<file path="src/hw/rtl/tep_pkg.sv">
`timescale 1ns / 1ps
// ----------------------------------------------------------------------------
// tep_pkg: shared types and constants of the TLV event record parser
// Status codes, tag codes, the offset width and the result word layout.
// ----------------------------------------------------------------------------
package tep_pkg;

    localparam int OFFSET_BITS = 20;
    localparam logic [OFFSET_BITS-1:0] OFFSET_MAX = {OFFSET_BITS{1'b1}};
    localparam logic [OFFSET_BITS-1:0] OFFSET_ONE = {{(OFFSET_BITS-1){1'b0}}, 1'b1};

    localparam logic [2:0] ST_OK          = 3'd0;
    localparam logic [2:0] ST_SHORT       = 3'd1;
    localparam logic [2:0] ST_BAD_VERSION = 3'd2;
    localparam logic [2:0] ST_CUT_HEADER  = 3'd3;
    localparam logic [2:0] ST_ZERO_BLOB   = 3'd4;
    localparam logic [2:0] ST_BAD_TAG     = 3'd5;
    localparam logic [2:0] ST_TRUNCATED   = 3'd6;
    localparam logic [2:0] ST_OVERFLOW    = 3'd7;

    localparam logic [1:0] TAG_BLOB  = 2'b00;
    localparam logic [1:0] TAG_INT32 = 2'b01;
    localparam logic [1:0] TAG_BAD   = 2'b10;
    localparam logic [1:0] TAG_FLOAT = 2'b11;

    localparam logic KIND_DESC   = 1'b0;
    localparam logic KIND_STATUS = 1'b1;

    // results caused by one byte: an optional descriptor, then an optional status
    typedef struct packed {
        logic                   desc_vld;
        logic                   stat_vld;
        logic [13:0]            rec_id;
        logic [1:0]             tag;
        logic [15:0]            size_raw;
        logic [17:0]            body_len;
        logic [OFFSET_BITS-1:0] payload_offset;
        logic [2:0]             status;
    } t_result;

endpackage

</file>
<file path="src/hw/rtl/tlv_event_record_parser.sv">
`timescale 1ns / 1ps
// ----------------------------------------------------------------------------
// tlv_event_record_parser: streaming parser for big-endian TLV record buffers
// Checks the version word, walks the record headers, skips payloads and
// reports a descriptor per record and a status at the end of each buffer.
//
//   channel  direction  handshake                word
//   input    in         i_in_valid/o_in_ready    data_byte, last_byte
//   output   out        o_out_valid/i_out_ready  one descriptor or status
//   config   in         psel/penable/pwrite      expected_version at 0x0
//
// One byte is taken per cycle while the queue has room; its results appear in the queue the next cycle.
// A byte that ends a record and the buffer gives two output words, sent one
// after the other from the two-entry result queue; input stalls only when it is full.
// Reset (synchronous, active low) starts a new buffer and sets the version to 2.
// ----------------------------------------------------------------------------
module tlv_event_record_parser (
    input  logic                            i_clk,
    input  logic                            i_rst_n,
    input  logic                            i_in_valid,
    output logic                            o_in_ready,
    input  logic [7:0]                      i_data_byte,
    input  logic                            i_last_byte,
    output logic                            o_out_valid,
    input  logic                            i_out_ready,
    output logic                            o_kind,
    output logic [13:0]                     o_rec_id,
    output logic [1:0]                      o_tag,
    output logic [15:0]                     o_size_raw,
    output logic [17:0]                     o_body_len,
    output logic [tep_pkg::OFFSET_BITS-1:0] o_payload_offset,
    output logic [2:0]                      o_status,
    input  logic                            psel,
    input  logic                            penable,
    input  logic                            pwrite,
    input  logic [2:0]                      paddr,
    input  logic [31:0]                     pwdata,
    output logic [31:0]                     prdata,
    output logic                            pready
);

    logic signed [31:0] r_version;
    logic               accept;
    logic               cfg_wr;
    tep_pkg::t_result   step_res;

    assign pready = 1'b1;
    assign cfg_wr = psel && penable && pwrite && pready;
    assign prdata = (paddr[2] == 1'b0) ? r_version : 32'd0;

    always_ff @(posedge i_clk) begin
        if (!i_rst_n) begin
            r_version <= 32'sd2;
        end else if (cfg_wr && paddr[2] == 1'b0) begin
            r_version <= pwdata;
        end
    end

    assign accept = i_in_valid && o_in_ready;

    tep_core u_core (
        .i_clk       (i_clk),
        .i_rst_n     (i_rst_n),
        .i_en        (accept),
        .i_data_byte (i_data_byte),
        .i_last_byte (i_last_byte),
        .i_version   ($unsigned(r_version)),
        .o_res       (step_res)
    );

    tep_outq u_outq (
        .i_clk            (i_clk),
        .i_rst_n          (i_rst_n),
        .i_push           (accept && (step_res.desc_vld || step_res.stat_vld)),
        .i_res            (step_res),
        .o_room           (o_in_ready),
        .o_out_valid      (o_out_valid),
        .i_out_ready      (i_out_ready),
        .o_kind           (o_kind),
        .o_rec_id         (o_rec_id),
        .o_tag            (o_tag),
        .o_size_raw       (o_size_raw),
        .o_body_len       (o_body_len),
        .o_payload_offset (o_payload_offset),
        .o_status         (o_status)
    );

endmodule

</file>
<file path="src/hw/rtl/tep_core.sv">
`timescale 1ns / 1ps
// ----------------------------------------------------------------------------
// tep_core: byte-level parse state of the TLV event record parser
// Updates the version/header shifter, payload counter and offset for each
// accepted byte and reports the descriptor and status that the byte causes.
// ----------------------------------------------------------------------------
module tep_core (
    input  logic                i_clk,
    input  logic                i_rst_n,
    input  logic                i_en,
    input  logic [7:0]          i_data_byte,
    input  logic                i_last_byte,
    input  logic [31:0]         i_version,
    output tep_pkg::t_result    o_res
);

    localparam logic [1:0] PH_VERSION = 2'd0;
    localparam logic [1:0] PH_HEADER  = 2'd1;
    localparam logic [1:0] PH_PAYLOAD = 2'd2;
    localparam logic [1:0] PH_ERROR   = 2'd3;

    logic [1:0]                      r_phase, n_phase;
    logic [1:0]                      r_biw, n_biw;
    logic [31:0]                     r_shift, n_shift;
    logic [17:0]                     r_remain, n_remain;
    logic [tep_pkg::OFFSET_BITS-1:0] r_offset, n_offset;
    logic [13:0]                     r_held_fid, n_held_fid;
    logic [1:0]                      r_held_tag, n_held_tag;
    logic [15:0]                     r_held_size, n_held_size;
    logic [17:0]                     r_held_len, n_held_len;
    logic [tep_pkg::OFFSET_BITS-1:0] r_held_start, n_held_start;
    logic [2:0]                      r_err, n_err;

    logic [31:0] word;
    logic [15:0] hdr_size;
    logic [1:0]  hdr_tag;
    logic [17:0] hdr_len;
    logic        desc_vld;
    logic [2:0]  end_status;

    assign word     = {r_shift[23:0], i_data_byte};
    assign hdr_size = word[31:16];
    assign hdr_tag  = word[15:14];

    always_comb begin
        unique case (hdr_tag)
            tep_pkg::TAG_BLOB:  hdr_len = (hdr_size == 16'd1) ? 18'd8 : {2'b00, hdr_size};
            tep_pkg::TAG_INT32: hdr_len = {hdr_size, 2'b00};
            tep_pkg::TAG_FLOAT: hdr_len = {hdr_size, 2'b00};
            default:            hdr_len = '0;
        endcase
    end

    always_comb begin
        n_phase      = r_phase;
        n_biw        = r_biw;
        n_shift      = r_shift;
        n_remain     = r_remain;
        n_offset     = r_offset;
        n_held_fid   = r_held_fid;
        n_held_tag   = r_held_tag;
        n_held_size  = r_held_size;
        n_held_len   = r_held_len;
        n_held_start = r_held_start;
        n_err        = r_err;
        desc_vld     = 1'b0;
        end_status   = tep_pkg::ST_OK;

        if (r_phase != PH_ERROR) begin
            if (r_offset == tep_pkg::OFFSET_MAX) begin
                n_phase = PH_ERROR;
                n_err   = tep_pkg::ST_OVERFLOW;
            end else if (r_phase == PH_VERSION || r_phase == PH_HEADER) begin
                n_shift = word;
                n_biw   = r_biw + 2'd1;
                if (r_biw == 2'd3) begin
                    if (r_phase == PH_VERSION) begin
                        if (word != i_version) begin
                            n_phase = PH_ERROR;
                            n_err   = tep_pkg::ST_BAD_VERSION;
                        end else begin
                            n_phase = PH_HEADER;
                        end
                    end else if (hdr_tag == tep_pkg::TAG_BAD) begin
                        n_phase = PH_ERROR;
                        n_err   = tep_pkg::ST_BAD_TAG;
                    end else if (hdr_tag == tep_pkg::TAG_BLOB && hdr_size == 16'd0) begin
                        n_phase = PH_ERROR;
                        n_err   = tep_pkg::ST_ZERO_BLOB;
                    end else begin
                        n_held_fid   = word[13:0];
                        n_held_tag   = hdr_tag;
                        n_held_size  = hdr_size;
                        n_held_len   = hdr_len;
                        n_held_start = r_offset + tep_pkg::OFFSET_ONE;
                        // empty payload completes the record right here
                        if (hdr_len == 18'd0) begin
                            desc_vld = 1'b1;
                        end else begin
                            n_remain = hdr_len;
                            n_phase  = PH_PAYLOAD;
                        end
                    end
                end
            end else begin
                n_remain = r_remain - 18'd1;
                if (n_remain == 18'd0) begin
                    desc_vld = 1'b1;
                    n_phase  = PH_HEADER;
                    n_biw    = 2'd0;
                end
            end
            n_offset = r_offset + tep_pkg::OFFSET_ONE;
        end

        priority if (n_phase == PH_ERROR)   end_status = n_err;
        else if (n_phase == PH_VERSION)     end_status = tep_pkg::ST_SHORT;
        else if (n_phase == PH_PAYLOAD)     end_status = tep_pkg::ST_TRUNCATED;
        else if (n_biw != 2'd0)             end_status = tep_pkg::ST_CUT_HEADER;
        else                                end_status = tep_pkg::ST_OK;

        // last byte: start a fresh buffer
        if (i_last_byte) begin
            n_phase  = PH_VERSION;
            n_biw    = 2'd0;
            n_offset = '0;
            n_err    = tep_pkg::ST_OK;
        end
    end

    always_comb begin
        o_res.desc_vld       = desc_vld;
        o_res.stat_vld       = i_last_byte;
        o_res.rec_id         = n_held_fid;
        o_res.tag            = n_held_tag;
        o_res.size_raw       = n_held_size;
        o_res.body_len       = n_held_len;
        o_res.payload_offset = n_held_start;
        o_res.status         = end_status;
    end

    always_ff @(posedge i_clk) begin
        if (!i_rst_n) begin
            r_phase  <= PH_VERSION;
            r_biw    <= 2'd0;
            r_offset <= '0;
            r_err    <= tep_pkg::ST_OK;
        end else if (i_en) begin
            r_phase  <= n_phase;
            r_biw    <= n_biw;
            r_offset <= n_offset;
            r_err    <= n_err;
        end
    end

    always_ff @(posedge i_clk) begin
        if (i_en) begin
            r_shift      <= n_shift;
            r_remain     <= n_remain;
            r_held_fid   <= n_held_fid;
            r_held_tag   <= n_held_tag;
            r_held_size  <= n_held_size;
            r_held_len   <= n_held_len;
            r_held_start <= n_held_start;
        end
    end

endmodule

</file>
<file path="src/hw/rtl/tep_outq.sv">
`timescale 1ns / 1ps
// ----------------------------------------------------------------------------
// tep_outq: two-entry result queue of the TLV event record parser
// Holds the results of one byte per entry; an entry carrying both a
// descriptor and a status sends the descriptor word first.
// ----------------------------------------------------------------------------
module tep_outq (
    input  logic                              i_clk,
    input  logic                              i_rst_n,
    input  logic                              i_push,
    input  tep_pkg::t_result                  i_res,
    output logic                              o_room,
    output logic                              o_out_valid,
    input  logic                              i_out_ready,
    output logic                              o_kind,
    output logic [13:0]                       o_rec_id,
    output logic [1:0]                        o_tag,
    output logic [15:0]                       o_size_raw,
    output logic [17:0]                       o_body_len,
    output logic [tep_pkg::OFFSET_BITS-1:0]   o_payload_offset,
    output logic [2:0]                        o_status
);

    tep_pkg::t_result r_mem [2];
    logic             r_wptr, r_rptr;
    logic             r_half;
    logic [1:0]       r_count;
    logic [1:0]       n_count;
    tep_pkg::t_result head;
    logic             head_desc;
    logic             pop, split, retire;

    assign head        = r_mem[r_rptr];
    // descriptor of the head entry still to send, unless r_half shows it already sent and only its status is left
    assign head_desc   = head.desc_vld && !r_half;
    assign o_out_valid = (r_count != 2'd0);
    assign o_room      = (r_count != 2'd2);
    assign pop         = o_out_valid && i_out_ready;
    // descriptor leaves first; the status stays in the entry
    assign split       = head_desc && head.stat_vld;
    assign retire      = pop && !split;

    always_comb begin
        n_count = r_count;
        if (i_push && !retire) begin
            n_count = r_count + 2'd1;
        end else if (!i_push && retire) begin
            n_count = r_count - 2'd1;
        end
    end

    always_comb begin
        if (head_desc) begin
            o_kind           = tep_pkg::KIND_DESC;
            o_rec_id         = head.rec_id;
            o_tag            = head.tag;
            o_size_raw       = head.size_raw;
            o_body_len       = head.body_len;
            o_payload_offset = head.payload_offset;
            o_status         = tep_pkg::ST_OK;
        end else begin
            o_kind           = tep_pkg::KIND_STATUS;
            o_rec_id         = '0;
            o_tag            = '0;
            o_size_raw       = '0;
            o_body_len       = '0;
            o_payload_offset = '0;
            o_status         = head.status;
        end
    end

    always_ff @(posedge i_clk) begin
        if (!i_rst_n) begin
            r_wptr  <= 1'b0;
            r_rptr  <= 1'b0;
            r_half  <= 1'b0;
            r_count <= 2'd0;
        end else begin
            r_count <= n_count;
            if (i_push) begin
                r_wptr <= ~r_wptr;
            end
            if (retire) begin
                r_rptr <= ~r_rptr;
                r_half <= 1'b0;
            end else if (pop && split) begin
                r_half <= 1'b1;
            end
        end
    end

    always_ff @(posedge i_clk) begin
        if (i_push) begin
            r_mem[r_wptr] <= i_res;
        end
    end

endmodule

</file>
<file path="config.mk">
export PLATFORM = sky130hd
export DESIGN_NAME = tlv_event_record_parser
export DESIGN_NICKNAME = d
export VERILOG_FILES = /design/src/hw/rtl/tep_pkg.sv /design/src/hw/rtl/tlv_event_record_parser.sv /design/src/hw/rtl/tep_core.sv /design/src/hw/rtl/tep_outq.sv
export SDC_FILE = /design/constraint.sdc
export NUM_CORES = 1
export LEC_CHECK = 0
export BUFFER_PORTS_ARGS = -buffer_cell sky130_fd_sc_hd__clkbuf_2
export CORE_MARGIN = 3
export CORE_UTILIZATION = 54
export DETAILED_ROUTE_END_ITERATION = 12
export PLACE_DENSITY = 0.74
export SLEW_MARGIN = 20
export SYNTH_ARGS = -nofsm -noshare
export SYNTH_HDL_FRONTEND = slang
export SYNTH_HIERARCHICAL = 1
export SYNTH_SLANG_ARGS = --single-unit
</file>
<file path="constraint.sdc">
create_clock -name i_clk -period 9.59 [get_ports i_clk]
set_clock_uncertainty 0.15 [all_clocks]
set_input_delay 0.959 -clock i_clk [delete_from_list [all_inputs] [get_ports i_clk]]
set_output_delay 0.959 -clock i_clk [all_outputs]
set_load 0.02 [all_outputs]
</file>
=== Word-level counts from Yosys, hierarchy flattened ===
Memory sizes are Yosys's and may differ from the RTL's. A register that Yosys moved wholly into a read port is not among the register bits.
Index checks and enable logic that the tools add are counted.

* Register bits after elaboration: 176
* Output and inout port bits: 109
* Memory bits (writable): 150
* Logic and storage cells: 175
* Bits of input ports: 51
* Memories: 1

{| class="wikitable"
|+ Memories
! memory !! words !! width !! rd ports !! clocked after memory_dff !! write ports !! line !! source
|-
| u_outq.r_mem || 2 || 75 || 1 || 1 || 1 || tep_outq.sv:24 || <nowiki>tep_pkg::t_result r_mem [2];</nowiki>
|}

* Add/sub/neg operators: 5
* Eq/ne operators: 17
* Multiplexer cells: 97
* Bitwise gates (word level): 5
* Reduce and logical (&&, ||, !) cells: 34

{| class="wikitable"
|+ Operator list
! kind !! number
|-
| $mux 18 || 14
|-
| $mux 20 || 10
|-
| $mux 16 || 9
|-
| $mux 14 || 8
|-
| $mux 2 || 27
|-
| $mux 3 || 13
|-
| $logic_not 18->1 || 2
|-
| $pmux 18 s2 || 1
|-
| $mux 32 || 1
|-
| $ne 32x32->1 || 1
|-
| $add 20x1->20 const B || 1
|-
| $eq 20x20->1 const B || 1
|-
| $sub 18x1->18 const B || 1
|-
| $eq 16x1->1 const B || 1
|-
| $logic_not 16->1 || 1
|-
| $mux 1 || 14
|-
| $ne 2x2->1 const B || 7
|-
| $logic_and 1x1->1 || 13
|-
| $eq 2x2->1 const B || 5
|-
| $reduce_and 8->1 || 1
|-
| $reduce_bool 2->1 || 4
|-
| $logic_not 2->1 || 3
|-
| $not 1->1 || 5
|-
| $add 2x1->2 const B || 2
|-
| other kinds (7) || 13
|}

=== Depth between registers and ports, before layout ===
* Depth after elaboration: 18
* Gate-level depth with buffers: 16
* Mapped depth without buffers: 14

=== Hierarchy ===
Netlist, hierarchy kept.

{| class="wikitable"
|+ Modules (own cells, without submodules)
! module !! seq. area each (um^2) !! times used !! area an instance (um^2) !! cells an instance
|-
| tep_core || 3903.7 || 1 || 7359.6 || 687
|-
| tep_outq || 4624.4 || 1 || 5890.6 || 345
|-
| tlv_event_record_parser || 640.6 || 1 || 1556.5 || 179
|}

=== Worst setup path after synthesis ===
Ideal clock, no wire load.

* Path kind: input-to-reg
* Start point: input port i_in_valid
* End point: memory u_outq/r_mem[0][0] (netlist name) (enable)
* Path slack: 2528 ps
* Data arrival time: 6393 ps
* Stages on the path: 3
* Path buffers: 0
* Setup time: 518 ps
* Data required time: 8922 ps
* Path through: and2_1 -> o21a_1 -> nor2b_1

* Longest elaborated chain between the ends: 4

{| class="wikitable"
|+ RTL lines
! element !! line !! source
|-
| from (decl) || tlv_event_record_parser.sv:20 || <nowiki>input logic i_in_valid,</nowiki>
|-
| $logic_and 1x1->1 || tlv_event_record_parser.sv:59 || <nowiki>assign accept = i_in_valid && o_in_ready;</nowiki>
|-
| $logic_and 1x1->1 || tlv_event_record_parser.sv:74 || <nowiki>.i_push (accept && (step_res.desc_vld || step_res.stat_vld)),</nowiki>
|-
| $mux 1 || tep_outq.sv:93 || <nowiki>if (i_push) begin</nowiki>
|-
| $mux 1 (not written as such) || tep_outq.sv:94 || <nowiki>r_mem[r_wptr] <= i_res;</nowiki>
|-
| to (decl) || tep_outq.sv:24 ||
|}

Every way passes these cells.

==> summary.md <==
| Metric | Value |
|---|---|
| Final period utilization | `0.486` |
| Initial antenna violation count | `0` |
| Sw Share | `0.281` |
| Initial Util | `0.559` |
| Final min period | `4660 ps` |
| Setup WS pre-CTS | `4920 ps` |
| Worst Path Required | `9560 ps` |
| DR vias | `9700` |
| Async SR Flop Fraction | `0` |
| Psw | `1.10 mW` |
| WHS | `340 ps` |
| Sink Count | `327` |
| Final-report setup violation count | `0` |
| First-pass GRT wire length | `50900 µm` |
| Combinational Power Share | `0.182` |
| Post-Synth Adder-Cell Area | `0.00423` |
| Iteration-0 DRC count of the detailed router | `726` |
| Largest family of logic cells by synthesized area | `simple AND/OR/NAND/NOR gates` |
| Worst-Margin Slew | `1060 ps` |
| Total power per unit cell area | `232 mW/mm²` |
| Die Y | `172 µm` |
| CTS tree | `built` |
| Multiplexer share of the synthesized area | `0.105` |
| Top cells by count, synth | `edfxtp_1, nand2_1, mux2i_1, nor2_1, dfxtp_1` |
| Share of post-route cells with drive strength above 1 | `0.191` |
| Clk root buf | `clkbuf_16` |
| TritonRoute pass-1 iters | `5` |
| Post-Synth Simple-Gate Area | `0.143` |
| Diodes inserted | `0` |
| Routed len/inst | `18.9 µm` |
| CTS Buf Count | `34` |
| Post-synth EDFFs | `262` |
| Detail Route Antenna Nets | `0` |
| Slew margin rel. | `0.291` |
| FMAX | `214 MHz` |
| Maxcap violations | `0` |
| Reg power frac | `0.482` |
| Gate count after technology mapping | `1211` |
| Latest clock arrival within the worst-skew pair | `510 ps` |
| Total track usage | `0.219` |
| Avg Synthesized Cell Area | `12.2 µm²` |
| Core Box Area | `0.0265 mm²` |
| Area delta synth->final | `14.1%` |
| DRC violations left | `0` |
| Via density | `5.68` |
| Most frequent cell after synthesis | `edfxtp_1` |
| Vias in the first global route | `9466` |
| Compound-Gate Fraction of Synth Area | `0.0639` |
| Clock Tree Buf Depth | `3` |
| Peak VDD IR | `150 µV` |
| Overall Power | `3.92 mW` |
| Final net count | `1403` |
| Leading post-synthesis cells by cell area | `edfxtp_1, dfxtp_1, mux2i_1` |
| CP Class | `flop to flop` |
| Count of pins over their slew limit | `0` |
| Synth area leader | `edfxtp_1` |
| Cts repair resizes | `0` |
| Final Hold Vio Count | `0` |
| Final TNS setup | `0 ps` |
| Ys flop type | `edfxtp_1` |
| Sequential element share of the synthesized area | `0.619` |
| Worst min path class | `flop to flop` |
| Final setup margin | `4930 ps` |
| GPL Wtd Cong | `0.890` |
| RSZ-0062 raised after global routing | `false` |
| Critical Path AT | `4630 ps` |
| Die width | `172 µm` |
| Top-area cell type share of the netlist area | `0.531` |
| Crit. End Element | `flop` |
| Clock transition at path regs | `60 ps` |
| DP HPWL | `21100 µm` |
| Synth Area in XOR/XNOR | `0.0396` |
| Mapped Area | `0.0148 mm²` |
| Post-CTS Setup Inserts | `0` |
| Cell variety after synth | `74` |
| Clock share of power | `0.337` |
| Internal Power | `2.81 mW` |
| Syn nets | `1267` |
| Drt total wl | `32200 µm` |
| Synth warn | `6` |
| Pleak | `6.00 nW` |
| Hold Buf Count CTS | `0` |
| Final Util | `0.638` |
| # rows | `59` |
| GRT Residual Overflow | `0` |
| Status | `complete, no violations` |
| H-Tree Depth | `2` |
| Synth Register Bits | `327` |
| Top Ports | `160` |
| Crit Path Max Fanout | `68` |
| Port Buffers | `156` |
| Die area | `0.0294 mm²` |
| CP Launch Type | `flop` |
| Pin count of the biggest net entering global routing | `99` |
-- per-layer routing --
| metal | wire length [µm] | global-route usage | vias to the layer above |
|---|---|---|---|
| met2 | 15300 | 0.366 | 331 |
| li1 | - | - | 4668 |
| met5 | 0 | 0 | - |
| met3 | 1880 | 0.0375 | 43 |
| met4 | 563 | 0.0539 | 0 |
| met1 | 14500 | 0.301 | 4658 |
-- metrics by stage --
stage	area [µm²]	instances
after global placement	15700	1645
final	16900	1708
after CTS	16900	1707
after floorplan	14800	1211
after global routing	16900	1708
after detailed placement	15700	1645
-- final timing paths --
check / from / end / slack [ps] / cells past startpoint
min reg2reg: r_version[27] / r_version[27] / 340 / 2
max: u_core/r_remain[0] / u_outq/r_mem[0][33] / 4930 / 13
max reg2reg: u_core/r_remain[0] / u_outq/r_mem[0][33] / 4930 / 13
min: r_version[27] / r_version[27] / 340 / 2
-- registers in the layout, indices dropped and copies added (netlist names), 2 cells and up, named ones only --
name,cells
u_core/r_biw,2
u_core/r_held_tag,2
u_core/r_remain,18
u_core/r_offset,20
u_outq/r_mem,150
u_core/r_held_start,20
u_core/r_phase,2
u_core/r_shift,24
r_version,32
u_core/r_err,3
u_outq/r_count,2
u_core/r_held_size,16
u_core/r_held_len,18
u_core/r_held_fid,14
-- layout make-up --
cell class                 instances  area [µm²]
clock buffer                      51         976
clock inverter                    11         148
fill                            2024        9600
inverter                           8        30.0
multi-input combinational        810        5280
sequential                       327        9170
tap                              335         419
timing repair buffer             166         868
-- placed cells by master, fill, tap and decap left out, types with 7 or more instances in the layout --
cell type / n
o21ai_0: 55
dfxtp_1: 64
nor2b_1: 57
nor4_1: 13
a21oi_1: 25
nor2_1: 111
clkbuf_2: 156
and2_1: 7
xnor2_1: 49
edfxtp_1: 262
nand4_1: 18
clkbuf_1: 12
and3_1: 10
clkbuf_16: 35
mux2i_1: 118
xor2_1: 18
buf_4: 9
nand2_1: 147
mux2_2: 21
nand3_1: 16
mux2_1: 12
nor3_1: 16
a22oi_1: 22
-- cells by family after synthesis --
group	count (synthesis)
AO/OA/AOI/OAI	149
XOR/XNOR	67
adder cells (fa/ha/maj)	5
buffers and inverters	74
flip-flops	327
multiplexers	151
other	1
AND/OR/NAND/NOR	437
-- power groups by stage --
stage	registers, mW	clock network, mW	logic [mW]
3_3_place_gp	1.91	0	0.696
2_1_floorplan	1.86	0	0.524
3_5_place_dp	1.92	0	0.717
4_1_cts	1.89	1.34	0.719
6_report	1.89	1.32	0.711
5_1_grt	1.90	1.40	0.784
-- critical path, stage by stage (launching register included) --
cell,delay [ps]
edfxtp_1,530
inv_1,80
ha_1,260
nor3b_1,160
buf_4,180
or4b_4,540
a21oi_4,160
o2111ai_2,180
nor4_1,260
a31oi_1,90
nor2_1,230
o21a_1,230
nor2b_4,340
buf_4,830
Note: power is estimated with default switching activity, not from simulation.
